$ cat src/swmmp_ram.sv
// Generic single-write, single-read RAM with registered read data.
// No dependencies.
`default_nettype none

module swmmp_ram #(
	parameter int WIDTH = 32,
	parameter int DEPTH = 64,
	localparam int AW = (DEPTH > 1) ? $clog2(DEPTH) : 1
) (
	input  wire logic             clk,
	input  wire logic             wr_en,
	input  wire logic [AW-1:0]    wr_addr,
	input  wire logic [WIDTH-1:0] wr_data,
	input  wire logic [AW-1:0]    rd_addr,
	output logic      [WIDTH-1:0] rd_data
);

	logic [WIDTH-1:0] mem [DEPTH];
	logic [WIDTH-1:0] rd_data_q;

	always_ff @(posedge clk) begin
		if (wr_en) begin
			mem[wr_addr] <= wr_data;
		end
		rd_data_q <= mem[rd_addr];
	end

	assign rd_data = rd_data_q;

endmodule

`default_nettype wire

$ cat config.mk
export PLATFORM = sky130hd
export DESIGN_NAME = swmmp_ram
export DESIGN_NICKNAME = d
export VERILOG_FILES = /design/src/swmmp_ram.sv
export SDC_FILE = /design/constraint.sdc
export NUM_CORES = 2
export LEC_CHECK = 0
export BUFFER_PORTS_ARGS = -buffer_cell sky130_fd_sc_hd__buf_2
export CAP_MARGIN = 0
export CORE_MARGIN = 1.5
export CORE_UTILIZATION = 45
export DETAILED_ROUTE_END_ITERATION = 12
export GPL_ROUTABILITY_DRIVEN = 0
export PLACE_DENSITY = 0.6
export SYNTH_ARGS = -nofsm -noshare
export SYNTH_HDL_FRONTEND = slang
export SYNTH_SLANG_ARGS = --single-unit
$ cat constraint.sdc
create_clock -name clk -period 3.6 [get_ports clk]
set_input_delay 0.36 -clock clk [delete_from_list [all_inputs] [get_ports clk]]
set_output_delay 0.36 -clock clk [all_outputs]
set_load 0.02 [all_outputs]
==> reports/metrics.cfg <==
[run_status]
status = completed

[detailed_routing]
wl_per_cell_um = 33.4
drtIter0Drc = 4318
routed_wl_mm = 206
drc_errors = 0
via_per_inst = 6.06
firstDrtPassIters = 5
num_vias = 37253
final_antenna_net_count = 0

[timing]
hold_viol_final = 0
fin_crit_ps = 2680
worstMarginPinSlew_ps = 1310
slew_violations = 0
period_share_pct = 74.6
rsz0062_at_grt = no
slew_headroom_pct = 12.6
max_clock_freq_mhz = 373
skew_ps = 43.0
setup_viol = 0
hold_ws_ps = 111

[logic_synthesis]
netlist_area_sq_um = 78500
yosys_warnings = 0
ys_top_cells_by_count = edfxtp_1, mux4_2, nor2_1
seq_area_frac_synth_pct = 79.1
async_flop_share_pct = 0
synth_cell_types = 34
ys.flop_type = edfxtp_1
yosysMostFrequentCell = edfxtp_1
syn_inst = 3324
synth_largest_area_cell = edfxtp_1
yosys_register_bits = 2080
yosys-top-cells-area = edfxtp_1, mux4_2, mux2i_1, dfxtp_1, o22ai_1
yosys.area.top_type_share_pct = 78.3
syn_avg_cell_area_sq_um = 23.6
mappedNetlistNets = 3370
synth-edff-count = 2048

[grt]
grt_pass1_vias = 37361
grt_max_degree = 65
grt_pass1_wl_mm = 289
antenna_found_initial = 18
track_usage_pct = 23.6
grt_overflow = 0

[cts]
ctsRootBufferMaster = clkbuf_16
cts.path.max_buffers = 3
ctsHoldBuffers = 3
clock-sinks = 2080
clkSlewWorstSetupHoldPaths_ps = 60
cts_resized = 0
clk-insertion-delay-late_ps = 860
cts_tree = yes
cts_buffers = 207
cts_setup_buffers = 0
htree_levels = 4

[min_path]
hp-class = in2reg

[worst_setup_path]
worstSetupPathType = in2reg
arrival_ps = 3330
setup.worst_path.end_class = register
start_kind = primary input
crit_fanout = 53
worst-endpoint-required_ps = 4250

[final_layout]
final_util_pct = 52.1
fillers = 13399
regArea_sq_um = 62100
fin_nets = 3683
drive_gt1_share_pct = 31.3
synthToLayoutAreaGrowth_pct = 15.2
multi_input_area_sq_um = 16000

[floorplanning]
die_h_um = 421
die_width_um = 421
start_util_pct = 45.2
rows = 153
boundaryPins = 78
die_area_sq_um = 177000
core_sq_um = 174000

[pwr]
switching_share_pct = 21.5
power_density_nw_per_um2 = 561
ir_worst_vdd_mv = 0.422
switchingPower_mw = 10.9
power_frac_seq_pct = 53.2
clkPwrFrac_pct = 41.9
fin_total_pwr_mw = 50.7
combPwrFrac_pct = 4.9
p_leak_nw = 28.2
p_int_mw = 39.8

[job]
maxCapViolations = 0

[place]
post-dp-hpwl_mm = 116
portBuffers = 77

==> stage by stage <==
stage               setup TNS [ps]  std cells  area, sq um  worst slack, ps
floorplan                        0       3324        78500             80.2
global placement              -101       5750        83600             -101
detailed placement            -123       5750        83600             -123
CTS                              0       6142        90400              788
global route                     0       6148        90400              876
finish                           0       6150        90400              915
==> layout by cell type, fill, tap and decap left out, types with 4 or more instances in the layout <==
cell	instances
a21oi_1	62
a22oi_1	12
a311oi_1	8
a41o_1	4
and3_1	4
buf_12	50
buf_2	73
buf_4	156
bufinv_16	15
clkbuf_1	57
clkbuf_16	207
clkbuf_8	13
clkinv_1	34
clkinv_16	8
clkinv_2	42
clkinv_8	4
dfxtp_1	32
diode_2	8
edfxtp_1	2048
mux2i_1	93
mux4_2	544
nand2_1	26
nand2b_1	7
nand3_1	5
nand3b_1	5
nor2_1	75
nor2_4	62
nor2b_1	15
nor3_1	5
o221ai_1	27
o22ai_1	84
o32ai_1	4
==> power by group through the flow <==
stage                     clock, mW  sequential [mW]  combinational (mW)
final                          21.2             27.0                2.50
after global routing           22.5             27.0                2.65
after CTS                      21.6             27.0                2.54
after detailed placement          0             27.5                2.53
after global placement            0             27.5                2.50
after floorplan                   0             27.4                1.30
==> layout make-up <==
cell class / instances / share of cell area (%)
antenna: 8 / 0.0221
clock buffer: 277 / 6.16
clock inverter: 112 / 1.30
multi-input combinational: 1062 / 17.7
sequential: 2080 / 68.7
tap: 2325 / 3.22
timing repair buffer: 286 / 2.90
==> cells by family (layout without fill, tap and decap cells) <==
family,after synthesis,after routing,share of synthesized area [%]
buf+inv,182,675,1.13
flops,2080,2080,79.1
compound gates,202,202,1.67
simple gates,223,223,1.27
other cells,0,8,0
mux,637,637,16.8
==> metal layers <==
| layer | GRT usage, % | vias up | share of wire, % |
|---|---|---|---|
| li1 | - | 14933 | - |
| met1 | 33.7 | 20489 | 42 |
| met2 | 37.9 | 1540 | 49 |
| met3 | 4.01 | 279 | 7.4 |
| met4 | 6.16 | 12 | 2.4 |
| met5 | 0 | - | 0.034 |
==> state kept, by name, summed over array words and instances, names as in the netlist <==
signal / flops
rd_data: 32
mem: 2048
==> critical path, cell delays in order <==
cell	delay, ps
buf_8	330
buf_12	400
mux4_2	580
mux4_2	500
o22ai_1	690
nor2_1	260
==> path summary, 6_finish.rpt <==
check,end,start,cells after the start,slack [ps]
worst max register to register,rd_data[0],mem[51][0],4,1090
worst max-delay path,rd_data[0],rd_addr[0],6,920
worst min register to register,rd_data[4],mem[29][4],4,760
worst min-delay path,mem[38][23],wr_data[23],1,110
(Power assumes the default switching activity.)
